<file path="config.mk">
export PLATFORM = sky130hd
export DESIGN_NAME = platform_interrupt_controller_flat
export DESIGN_NICKNAME = d
export VERILOG_FILES = /design/src/rtl/pic_pkg.sv /design/src/rtl/pic_req_if.sv /design/src/rtl/pic_rsp_if.sv /design/src/rtl/platform_interrupt_controller.sv /design/src/rtl/pic_best.sv /design/src/rtl/pic_datapath.sv /design/src/rtl/pic_ctrl.sv /design/src/flat_wrapper.sv
export SDC_FILE = /design/constraint.sdc
export NUM_CORES = 1
export LEC_CHECK = 0
export CAP_MARGIN = 5
export CORE_MARGIN = 5
export CORE_UTILIZATION = 50
export CTS_CLUSTER_DIAMETER = 120
export DETAILED_ROUTE_END_ITERATION = 16
export DONT_BUFFER_PORTS = 1
export PLACE_DENSITY = 0.7
export SLEW_MARGIN = 15
export SYNTH_ARGS = -nofsm -noshare
export SYNTH_HDL_FRONTEND = slang
export SYNTH_SLANG_ARGS = --single-unit
</file>
<file path="constraint.sdc">
create_clock -name clk -period 16.8 [get_ports clk]
set_input_delay 1.68 -clock clk [delete_from_list [all_inputs] [get_ports clk]]
set_output_delay 1.68 -clock clk [all_outputs]
set_load 0.01 [all_outputs]
</file>
<file path="src/rtl/pic_pkg.sv">
// Shared constants, request codes and control types of the platform interrupt controller.
package pic_pkg;

  localparam int PIC_NUM_SOURCES  = 32;
  localparam int PIC_NUM_CONTEXTS = 2;
  localparam int PIC_PRIO_BITS    = 3;

  localparam int REQ_W  = 2;
  localparam int ADDR_W = 26;
  localparam int DATA_W = 32;
  localparam int IRQ_W  = 2;

  localparam logic [REQ_W-1:0] REQ_READ   = 2'd0;
  localparam logic [REQ_W-1:0] REQ_WRITE  = 2'd1;
  localparam logic [REQ_W-1:0] REQ_SAMPLE = 2'd2;

  localparam logic [ADDR_W-1:0] PENDING_BASE  = 26'h000_1000;
  localparam logic [ADDR_W-1:0] ENABLE_BASE   = 26'h000_2000;
  localparam logic [ADDR_W-1:0] ENABLE_STRIDE = 26'h000_0080;
  localparam logic [ADDR_W-1:0] CTX_BASE      = 26'h020_0000;
  localparam logic [ADDR_W-1:0] CTX_STRIDE    = 26'h000_1000;
  localparam logic [11:0]       THRESH_OFF    = 12'h000;
  localparam logic [11:0]       CLAIM_OFF     = 12'h004;

  typedef struct packed {
    logic load_in;
    logic exec;
    logic finish;
  } pic_cmd_t;

endpackage

</file>
<file path="src/rtl/pic_req_if.sv">
// Request channel: one bus access or sample tick with the current source lines.
interface pic_req_if;
  import pic_pkg::*;

  logic              valid;
  logic              ready;
  logic [REQ_W-1:0]  req_type;
  logic [ADDR_W-1:0] address;
  logic [DATA_W-1:0] write_data;
  logic [DATA_W-1:0] source_lines;

  modport source (output valid, req_type, address, write_data, source_lines, input ready);
  modport sink   (input valid, req_type, address, write_data, source_lines, output ready);
endinterface

</file>
<file path="src/rtl/pic_rsp_if.sv">
// Result channel: read data and per-context interrupt lines.
interface pic_rsp_if;
  import pic_pkg::*;

  logic              valid;
  logic              ready;
  logic [DATA_W-1:0] read_data;
  logic [IRQ_W-1:0]  context_irq;

  modport source (output valid, read_data, context_irq, input ready);
  modport sink   (input valid, read_data, context_irq, output ready);
endinterface

</file>
<file path="src/rtl/platform_interrupt_controller.sv">
// Top level of the platform interrupt controller: sequencer plus datapath.
//
// Each request on in_req is a bus read, a bus write or a sample-only tick, and
// it always carries the current source line levels. Every request yields
// exactly one result on out_rsp: read data (the claimed identifier at a claim
// address, zero for writes, ticks and unmapped reads) and the per-context
// interrupt lines as they stand after the access.
// A request is taken in S_IDLE or S_FINISH, executed in the next cycle
// (S_EXEC), and its result is loaded into the output register in S_FINISH
// once that register is free. The next request is accepted in the same cycle
// as that load, so a new request is taken only as the last one's result is
// handed off; the pace is set by the execute step on the shared register file
// followed by the interrupt evaluation on the updated state.
// The output register parts the two sides: while a result waits for
// out_rsp.ready the block still executes the request in flight; only its
// hand-off, and with it new requests, hold until the receiver takes the old one.
// Synchronous reset clears all priorities, pending and in-service bits,
// enables and thresholds, and leaves both channels idle.
module platform_interrupt_controller import pic_pkg::*; #(
  parameter int NUM_SOURCES  = PIC_NUM_SOURCES,
  parameter int NUM_CONTEXTS = PIC_NUM_CONTEXTS,
  parameter int PRIO_BITS    = PIC_PRIO_BITS
) (
  input logic         clk,
  input logic         rst_n,
  pic_req_if.sink     in_req,
  pic_rsp_if.source   out_rsp
);

  // Command bundle from the sequencer to the datapath.
  pic_cmd_t cmd;

  pic_ctrl u_ctrl (
    .clk       (clk),
    .rst_n     (rst_n),
    .in_valid  (in_req.valid),
    .in_ready  (in_req.ready),
    .out_valid (out_rsp.valid),
    .out_ready (out_rsp.ready),
    .cmd       (cmd)
  );

  // The datapath holds the register file and the result register.
  pic_datapath #(
    .NUM_SOURCES  (NUM_SOURCES),
    .NUM_CONTEXTS (NUM_CONTEXTS),
    .PRIO_BITS    (PRIO_BITS)
  ) u_datapath (
    .clk          (clk),
    .rst_n        (rst_n),
    .cmd          (cmd),
    .req_type     (in_req.req_type),
    .address      (in_req.address),
    .write_data   (in_req.write_data),
    .source_lines (in_req.source_lines),
    .read_data    (out_rsp.read_data),
    .context_irq  (out_rsp.context_irq)
  );

endmodule

</file>
<file path="src/rtl/pic_best.sv">
// Priority selection tree: best eligible source above a threshold, lowest id on ties.
module pic_best import pic_pkg::*; #(
  parameter int NUM_SOURCES = PIC_NUM_SOURCES,
  parameter int PRIO_BITS   = PIC_PRIO_BITS,
  parameter int IW          = $clog2(NUM_SOURCES)
) (
  input  logic [NUM_SOURCES-1:0]                cand,
  input  logic [NUM_SOURCES-1:0][PRIO_BITS-1:0] prio,
  input  logic [PRIO_BITS-1:0]                  thr,
  output logic [IW-1:0]                         id
);

  localparam int LEAVES = 1 << $clog2(NUM_SOURCES);

  logic                 nv [2*LEAVES];
  logic [PRIO_BITS-1:0] np [2*LEAVES];
  logic [IW-1:0]        ni [2*LEAVES];

  assign nv[0] = 1'b0;
  assign np[0] = '0;
  assign ni[0] = '0;

  for (genvar i = 0; i < LEAVES; i++) begin : g_leaf
    if (i > 0 && i < NUM_SOURCES) begin : g_src
      assign nv[LEAVES+i] = cand[i] && (prio[i] > thr);
      assign np[LEAVES+i] = prio[i];
    end else begin : g_none
      assign nv[LEAVES+i] = 1'b0;
      assign np[LEAVES+i] = '0;
    end
    assign ni[LEAVES+i] = IW'(i);
  end

  // Left child covers lower ids, so it wins on equal priority.
  for (genvar k = 1; k < LEAVES; k++) begin : g_node
    logic take_left;
    assign take_left = nv[2*k] && (!nv[2*k+1] || (np[2*k] >= np[2*k+1]));
    assign nv[k] = nv[2*k] || nv[2*k+1];
    assign np[k] = take_left ? np[2*k] : np[2*k+1];
    assign ni[k] = take_left ? ni[2*k] : ni[2*k+1];
  end

  assign id = nv[1] ? ni[1] : '0;

endmodule

</file>
<file path="src/rtl/pic_datapath.sv">
// Register file, gateways, claim/complete logic and result registers.
module pic_datapath import pic_pkg::*; #(
  parameter int NUM_SOURCES  = PIC_NUM_SOURCES,
  parameter int NUM_CONTEXTS = PIC_NUM_CONTEXTS,
  parameter int PRIO_BITS    = PIC_PRIO_BITS
) (
  input  logic              clk,
  input  logic              rst_n,
  input  pic_cmd_t          cmd,
  input  logic [REQ_W-1:0]  req_type,
  input  logic [ADDR_W-1:0] address,
  input  logic [DATA_W-1:0] write_data,
  input  logic [DATA_W-1:0] source_lines,
  output logic [DATA_W-1:0] read_data,
  output logic [IRQ_W-1:0]  context_irq
);

  localparam int IW = $clog2(NUM_SOURCES);
  localparam int CW = (NUM_CONTEXTS > 1) ? $clog2(NUM_CONTEXTS) : 1;
  localparam logic [ADDR_W-1:0] ENABLE_END = ENABLE_BASE + ADDR_W'(NUM_CONTEXTS) * ENABLE_STRIDE;
  localparam logic [ADDR_W-1:0] CTX_END    = CTX_BASE + ADDR_W'(NUM_CONTEXTS) * CTX_STRIDE;
  localparam logic [NUM_SOURCES-1:0] SRC_MASK = {{(NUM_SOURCES-1){1'b1}}, 1'b0};

  logic [REQ_W-1:0]       req_r;
  logic [ADDR_W-1:0]      addr_r;
  logic [DATA_W-1:0]      wd_r;
  logic [NUM_SOURCES-1:0] lines_r;

  logic [NUM_SOURCES-1:0][PRIO_BITS-1:0]   prio_r, prio_nxt;
  logic [NUM_SOURCES-1:0]                  pend_r, pend_nxt;
  logic [NUM_SOURCES-1:0]                  insv_r, insv_nxt;
  logic [NUM_CONTEXTS-1:0][NUM_SOURCES-1:0] en_r, en_nxt;
  logic [NUM_CONTEXTS-1:0][PRIO_BITS-1:0]  thr_r, thr_nxt;
  logic [DATA_W-1:0] rd_r, rd_nxt;
  logic [DATA_W-1:0] out_rd_r;
  logic [IRQ_W-1:0]  out_irq_r;

  logic [ADDR_W-1:0]      a, en_off, ctx_off;
  logic [9:0]             word_idx;
  logic [IW-1:0]          src_idx, wd_idx;
  logic [CW-1:0]          en_ctx, ctx_ctx;
  logic [11:0]            ctx_sub;
  logic                   is_rd, is_wr;
  logic                   hit_prio, hit_pend, hit_en, hit_ctx;
  logic [NUM_SOURCES-1:0] pend_s;
  logic [IW-1:0]          claim_id;
  logic [IRQ_W-1:0]       irq;

  assign a        = {addr_r[ADDR_W-1:2], 2'b00};
  assign en_off   = a - ENABLE_BASE;
  assign ctx_off  = a - CTX_BASE;
  assign word_idx = a[11:2];
  assign src_idx  = word_idx[IW-1:0];
  assign wd_idx   = wd_r[IW-1:0];
  assign ctx_sub  = ctx_off[11:0];
  assign is_rd    = (req_r == REQ_READ);
  assign is_wr    = (req_r == REQ_WRITE);

  assign hit_prio = (a < PENDING_BASE);
  assign hit_pend = (a == PENDING_BASE);
  assign hit_en   = (a >= ENABLE_BASE) && (a < ENABLE_END) && (en_off[6:0] == 7'd0);
  assign hit_ctx  = (a >= CTX_BASE) && (a < CTX_END);
  assign en_ctx   = hit_en  ? en_off[7 +: CW]   : '0;
  assign ctx_ctx  = hit_ctx ? ctx_off[12 +: CW] : '0;

  // Level gateways: a high line pends unless the source is in service.
  assign pend_s = pend_r | (lines_r & ~insv_r & SRC_MASK);

  pic_best #(
    .NUM_SOURCES (NUM_SOURCES),
    .PRIO_BITS   (PRIO_BITS)
  ) u_claim (
    .cand (pend_s & en_r[ctx_ctx]),
    .prio (prio_r),
    .thr  (thr_r[ctx_ctx]),
    .id   (claim_id)
  );

  always_comb begin
    prio_nxt = prio_r;
    pend_nxt = pend_s;
    insv_nxt = insv_r;
    en_nxt   = en_r;
    thr_nxt  = thr_r;
    rd_nxt   = '0;
    if (is_rd || is_wr) begin
      if (hit_prio) begin
        if ((word_idx >= 10'd1) && (word_idx < 10'(NUM_SOURCES))) begin
          if (is_wr) begin
            prio_nxt[src_idx] = wd_r[PRIO_BITS-1:0];
          end else begin
            rd_nxt = DATA_W'(prio_r[src_idx]);
          end
        end
      end else if (hit_pend) begin
        if (is_rd) begin
          rd_nxt = DATA_W'(pend_s);
        end
      end else if (hit_en) begin
        if (is_wr) begin
          en_nxt[en_ctx] = wd_r[NUM_SOURCES-1:0] & SRC_MASK;
        end else begin
          rd_nxt = DATA_W'(en_r[en_ctx]);
        end
      end else if (hit_ctx) begin
        if (ctx_sub == THRESH_OFF) begin
          if (is_wr) begin
            thr_nxt[ctx_ctx] = wd_r[PRIO_BITS-1:0];
          end else begin
            rd_nxt = DATA_W'(thr_r[ctx_ctx]);
          end
        end else if (ctx_sub == CLAIM_OFF) begin
          if (is_rd) begin
            if (claim_id != '0) begin
              pend_nxt[claim_id] = 1'b0;
              insv_nxt[claim_id] = 1'b1;
            end
            rd_nxt = DATA_W'(claim_id);
          end else if ((wd_r >= 32'd1) && (wd_r < 32'(NUM_SOURCES))
                       && en_r[ctx_ctx][wd_idx]) begin
            insv_nxt[wd_idx] = 1'b0;
          end
        end
      end
    end
  end

  // Interrupt lines are evaluated on the state left by the access.
  for (genvar c = 0; c < IRQ_W; c++) begin : g_irq
    if (c < NUM_CONTEXTS) begin : g_ctx
      logic [IW-1:0] best_id;
      pic_best #(
        .NUM_SOURCES (NUM_SOURCES),
        .PRIO_BITS   (PRIO_BITS)
      ) u_irq (
        .cand (pend_r & en_r[c]),
        .prio (prio_r),
        .thr  (thr_r[c]),
        .id   (best_id)
      );
      assign irq[c] = (best_id != '0);
    end else begin : g_absent
      assign irq[c] = 1'b0;
    end
  end

  always_ff @(posedge clk) begin
    if (!rst_n) begin
      prio_r <= '0;
      pend_r <= '0;
      insv_r <= '0;
      en_r   <= '0;
      thr_r  <= '0;
    end else if (cmd.exec) begin
      prio_r <= prio_nxt;
      pend_r <= pend_nxt;
      insv_r <= insv_nxt;
      en_r   <= en_nxt;
      thr_r  <= thr_nxt;
    end
  end

  always_ff @(posedge clk) begin
    if (cmd.load_in) begin
      req_r   <= req_type;
      addr_r  <= address;
      wd_r    <= write_data;
      lines_r <= source_lines[NUM_SOURCES-1:0];
    end
    if (cmd.exec) begin
      rd_r <= rd_nxt;
    end
    if (cmd.finish) begin
      out_rd_r  <= rd_r;
      out_irq_r <= irq;
    end
  end

  assign read_data   = out_rd_r;
  assign context_irq = out_irq_r;

endmodule

</file>
<file path="src/rtl/pic_ctrl.sv">
// Sequencer for the controller: request capture, execute, result hand-off.
module pic_ctrl import pic_pkg::*; (
  input  logic     clk,
  input  logic     rst_n,
  input  logic     in_valid,
  output logic     in_ready,
  output logic     out_valid,
  input  logic     out_ready,
  output pic_cmd_t cmd
);

  typedef enum logic [1:0] {
    S_IDLE,
    S_EXEC,
    S_FINISH
  } state_t;

  state_t state_r, state_nxt;
  logic   out_valid_r, out_valid_nxt;
  logic   out_free;

  assign out_free    = !out_valid_r || out_ready;
  assign in_ready    = (state_r == S_IDLE) || ((state_r == S_FINISH) && out_free);
  assign cmd.load_in = in_valid && in_ready;
  assign cmd.exec    = (state_r == S_EXEC);
  assign cmd.finish  = (state_r == S_FINISH) && out_free;
  assign out_valid   = out_valid_r;

  always_comb begin
    state_nxt     = state_r;
    out_valid_nxt = out_valid_r && !out_ready;
    unique case (state_r)
      S_IDLE: begin
        if (in_valid) begin
          state_nxt = S_EXEC;
        end
      end
      S_EXEC: begin
        state_nxt = S_FINISH;
      end
      S_FINISH: begin
        if (out_free) begin
          out_valid_nxt = 1'b1;
          state_nxt     = in_valid ? S_EXEC : S_IDLE;
        end
      end
      default: begin
        state_nxt = S_IDLE;
      end
    endcase
  end

  always_ff @(posedge clk) begin
    if (!rst_n) begin
      state_r     <= S_IDLE;
      out_valid_r <= 1'b0;
    end else begin
      state_r     <= state_nxt;
      out_valid_r <= out_valid_nxt;
    end
  end

`ifndef ASSERT_OFF
  a_accept_to_exec: assert property (@(posedge clk) disable iff (!rst_n)
    cmd.load_in |=> (state_r == S_EXEC))
    else $error("accepted request did not move to execute");

  a_finish_shows_result: assert property (@(posedge clk) disable iff (!rst_n)
    cmd.finish |=> out_valid_r)
    else $error("finished request produced no result");

  a_one_phase: assert property (@(posedge clk) disable iff (!rst_n)
    $onehot0({cmd.exec, cmd.finish}))
    else $error("execute and finish overlap");

  a_exec_blocks_input: assert property (@(posedge clk) disable iff (!rst_n)
    (state_r == S_EXEC) |-> !in_ready)
    else $error("request taken while another executes");
`endif

endmodule
</file>
<file path="src/flat_wrapper.sv">
// flat-port wrapper written by rule: the top's interface ports become plain ports
module platform_interrupt_controller_flat import pic_pkg::*;
#(
  parameter int NUM_SOURCES  = PIC_NUM_SOURCES,
  parameter int NUM_CONTEXTS = PIC_NUM_CONTEXTS,
  parameter int PRIO_BITS    = PIC_PRIO_BITS
)
  (clk, rst_n, in_req_valid, in_req_req_type, in_req_address, in_req_write_data, in_req_source_lines, in_req_ready, out_rsp_valid, out_rsp_read_data, out_rsp_context_irq, out_rsp_ready);
  pic_req_if in_req_i ();
  pic_rsp_if out_rsp_i ();
  input logic clk;
  input logic rst_n;
  input wire logic [$bits(in_req_i.valid)-1:0] in_req_valid;
  input wire logic [$bits(in_req_i.req_type)-1:0] in_req_req_type;
  input wire logic [$bits(in_req_i.address)-1:0] in_req_address;
  input wire logic [$bits(in_req_i.write_data)-1:0] in_req_write_data;
  input wire logic [$bits(in_req_i.source_lines)-1:0] in_req_source_lines;
  output wire logic [$bits(in_req_i.ready)-1:0] in_req_ready;
  output wire logic [$bits(out_rsp_i.valid)-1:0] out_rsp_valid;
  output wire logic [$bits(out_rsp_i.read_data)-1:0] out_rsp_read_data;
  output wire logic [$bits(out_rsp_i.context_irq)-1:0] out_rsp_context_irq;
  input wire logic [$bits(out_rsp_i.ready)-1:0] out_rsp_ready;
  assign in_req_i.valid = in_req_valid;
  assign in_req_i.req_type = in_req_req_type;
  assign in_req_i.address = in_req_address;
  assign in_req_i.write_data = in_req_write_data;
  assign in_req_i.source_lines = in_req_source_lines;
  assign in_req_ready = in_req_i.ready;
  assign out_rsp_valid = out_rsp_i.valid;
  assign out_rsp_read_data = out_rsp_i.read_data;
  assign out_rsp_context_irq = out_rsp_i.context_irq;
  assign out_rsp_i.ready = out_rsp_ready;
  platform_interrupt_controller #(.NUM_SOURCES(NUM_SOURCES), .NUM_CONTEXTS(NUM_CONTEXTS), .PRIO_BITS(PRIO_BITS)) u_core (.clk(clk), .rst_n(rst_n), .in_req(in_req_i), .out_rsp(out_rsp_i));
endmodule
</file>
==> results.yml <==
outcome:
  status: "finished clean"
detailed_routing:
  via_count: 23700
  viasPerCell: 6.60
  wl_met3_mm: 11.3
  drc: 0
  top_layer: "met5"
  avgRoutedWirePerCell_um: 25.7
  met1_length_mm: 37.0
  drt-total-wl_mm: 92.4
  ant_nets: 0
  dr.pass1.iters: 8
  wl_met2_mm: 39.7
  drtIter0Drc: 3378
final_layout:
  post-route-util_pct: 54.2
  syn_to_final_growth_pct: 7.51
  antenna_cells: 0
  nets: 3265
  ff_latch_area_um2: 9260
  drive_gt1_share_pct: 8.57
  multi_input_area_um2: 16000
  fill_cells: 4558
setup_path:
  cp-start-kind: "flip-flop"
  cp_max_fo: 24
  crit_type: "reg2reg"
  r2r_cells: 49
  cp_data_required_time_ns: 17.24
  r2r-start: "u_core.u_datapath.addr_r[15]$_DFFE_PP_"
  rrSetupSlack_ns: 3.72
  crit_path_end_kind: "flip-flop"
  r2r_end: "u_core.u_datapath.pend_r[15]$_SDFFE_PN0N_"
  arrival_ns: 13.52
  crit_start: "u_core.u_datapath.addr_r[15]$_DFFE_PP_"
  crit_path_max_incr_delay_ns: 0.83
  slowest_stage: "nor2b_1"
die:
  ios: 132
  rows: 84
  core_area_um2: 52400
  start_util_pct: 50.4
  die_h_um: 240
  die_w_um: 240
  die-area_um2: 57600
clocking:
  cts_tree: "built"
  postCtsSetupBuffers: 0
  clk_pin_slew_worst_paths_ns: 0.06
  cts_resized: 0
  cts-root-buf: "clkbuf_16"
  ctsHoldBuffers: 0
  numCtsBuffers: 42
  clk_latency_ns: 0.59
  clock-sinks: 385
  htreeDepth: 2
  cts_buffer_depth: 3
hold_path:
  min_path_cells: 0
  hold_end: "u_core.u_datapath.read_data[6]$_DFFE_PP_"
  hold_class: "reg2reg"
  min_from: "u_core.u_datapath.rd_r[6]$_SDFFCE_PN0N_"
sta:
  grt_setup_unrepaired: "false"
  finClkSkew_ns: 0.0327
  fmax_ghz: 0.0764
  worst_slew_pin_slew_ns: 1.26
  setup_total_negative_slack_ns: 0
  max-slew-margin-rel_pct: 16.0
  hold_violations: 0
  period_share_pct: 77.9
  setup_viol: 0
  slew_viol_final: 0
  fin_crit_ns: 13.08
synth:
  syn_nets: 3333
  ys_seq_elements: 385
  syn_area_um2: 26500
  synth_edf_count: 155
  yosys.cell_types.count: 95
  syn_inst: 2939
  syn_area_per_cell_um2: 9.00
  yosysWarnings: 0
  ys_async_sr_fraction_pct: 0
  synth-main-ff-cell: "dfxtp_1"
  yosysSeqAreaShare_pct: 35.0
global_route:
  grt_max_degree: 105
  track_usage_pct: 31.1
  first_global_vias: 22900
  antenna_found_initial: 1
  grt_pass1_wl_mm: 138
  grt_overflow: 0
placed_design:
  dp_hpwl_mm: 67.0
  gp_congestion: 0.959
  numPortBuffers: 0
pwr:
  power_uw: 2070
  ir_drop_mv: 0.112
  p_leak_uw: 0.0104
  power.density_nw_per_um2: 72.8
flow_run:
  maxCapViolCount: 0
[through the flow]
step / setup WS [ns] / std cells / hold slack, ns / area (µm²)
floorplan: 6.83 / 2939 / 0.400 / 26500
global placement: 4.32 / 3515 / 0.403 / 27000
detailed placement: 4.12 / 3515 / 0.405 / 27000
CTS: 4.06 / 3593 / 0.421 / 28400
global route: 2.91 / 3593 / 0.421 / 28400
finish: 3.72 / 3593 / 0.420 / 28400
[state kept, by name (all words and copies together), names as in the netlist, 24 cells and up]
register	count
u_core.u_datapath.en_r	62
u_core.u_datapath.pend_r	32
u_core.u_datapath.read_data	32
u_core.u_datapath.insv_r	31
u_core.u_datapath.wd_r	32
u_core.u_datapath.lines_r	31
u_core.u_datapath.addr_r	24
u_core.u_datapath.rd_r	32
u_core.u_datapath.prio_r	96
[cell usage in the layout, fill, tap and decap left out, types with 30 or more instances in the layout]
| cell | synthesis | layout |
|---|---|---|
| a211oi_1 | 39 | 39 |
| a21o_1 | 52 | 52 |
| a21oi_1 | 285 | 284 |
| a31oi_1 | 47 | 46 |
| and2_1 | 36 | 35 |
| buf_4 | 8 | 34 |
| clkbuf_16 | 0 | 46 |
| dfxtp_1 | 230 | 230 |
| edfxtp_1 | 155 | 155 |
| ha_1 | 298 | 298 |
| inv_1 | 143 | 143 |
| mux2i_1 | 94 | 94 |
| nand2_1 | 330 | 329 |
| nand2b_1 | 75 | 75 |
| nand3_1 | 79 | 78 |
| nor2_1 | 187 | 186 |
| nor2b_1 | 86 | 86 |
| nor3_1 | 31 | 30 |
| o2111ai_1 | 38 | 38 |
| o21a_1 | 49 | 49 |
| o21ai_0 | 144 | 144 |
[synth_stat cells (all sizes together) (47+ instances only)]
cell type,instances,area (µm²)
dfxtp,230,4600
nand2,332,1250
nand2b,75,469
inv,146,548
a31oi,48,307
mux2i,94,941
nor2b,86,538
a211oi,47,400
nor2,188,708
edfxtp,155,4650
a21oi,288,1450
ha,298,3730
nand3,80,413
a21o,52,390
o21ai,150,762
clkbuf,111,417
o21a,49,368
[routing by layer]
metal	GRT usage, %	vias to the layer above
met4	13.4	2
met3	9.83	263
met1	41.3	11300
li1	-	10700
met5	0	-
met2	46.9	1400
[final cells by class]
class	count	area share, %
Timing Repair Buffer	34	0.898
Multi-Input combinational cell	2261	56.4
Inverter	147	1.96
Sequential cell	385	32.6
Clock buffer	58	4.43
Clock inverter	20	0.752
Tap cell	688	3.03
[where the power goes]
group	switching, µW	total [µW]	internal [µW]
logic	58.2	74.6	16.4
clock network	414	978	564
registers	21.4	1020	996
total	494	2070	1580
[logic make-up (layout without fill, tap and decap cells)]
| kind of cell | count (synthesis) | count (layout) | synth area share, % |
|---|---|---|---|
| flip-flops | 385 | 385 | 35.0 |
| multiplexers | 150 | 150 | 7.15 |
| AND/OR/NAND/NOR | 926 | 926 | 16.9 |
| AO/OA/AOI/OAI | 882 | 882 | 22.1 |
| buffers and inverters | 293 | 259 | 4.56 |
| adder cells (fa/ha/maj) | 303 | 303 | 14.3 |
[worst max-delay path: cells and delay by family (launching register included)]
| family | cells | cell delay (ns) |
|---|---|---|
| simple gates | 16 | 3.68 |
| buf+inv | 5 | 1.10 |
| compound gates | 19 | 4.99 |
| fa+ha+maj | 5 | 1.40 |
| mux | 4 | 1.32 |
| flops | 1 | 0.37 |
[worst max-delay path by stage]
| stage | depth (start not counted) | to | slack, ns |
|---|---|---|---|
| floorplan | 53 | u_core.u_datapath.insv_r[31]$_SDFFE_PN0P_ | 6.83 |
| global placement | 47 | u_core.u_datapath.pend_r[15]$_SDFFE_PN0N_ | 4.32 |
| detailed placement | 49 | u_core.u_datapath.pend_r[15]$_SDFFE_PN0N_ | 4.12 |
| CTS | 49 | u_core.u_datapath.pend_r[15]$_SDFFE_PN0N_ | 4.06 |
| global route | 49 | u_core.u_datapath.pend_r[15]$_SDFFE_PN0N_ | 2.91 |
| finish | 49 | u_core.u_datapath.pend_r[15]$_SDFFE_PN0N_ | 3.72 |
(Power assumes the default switching activity.)
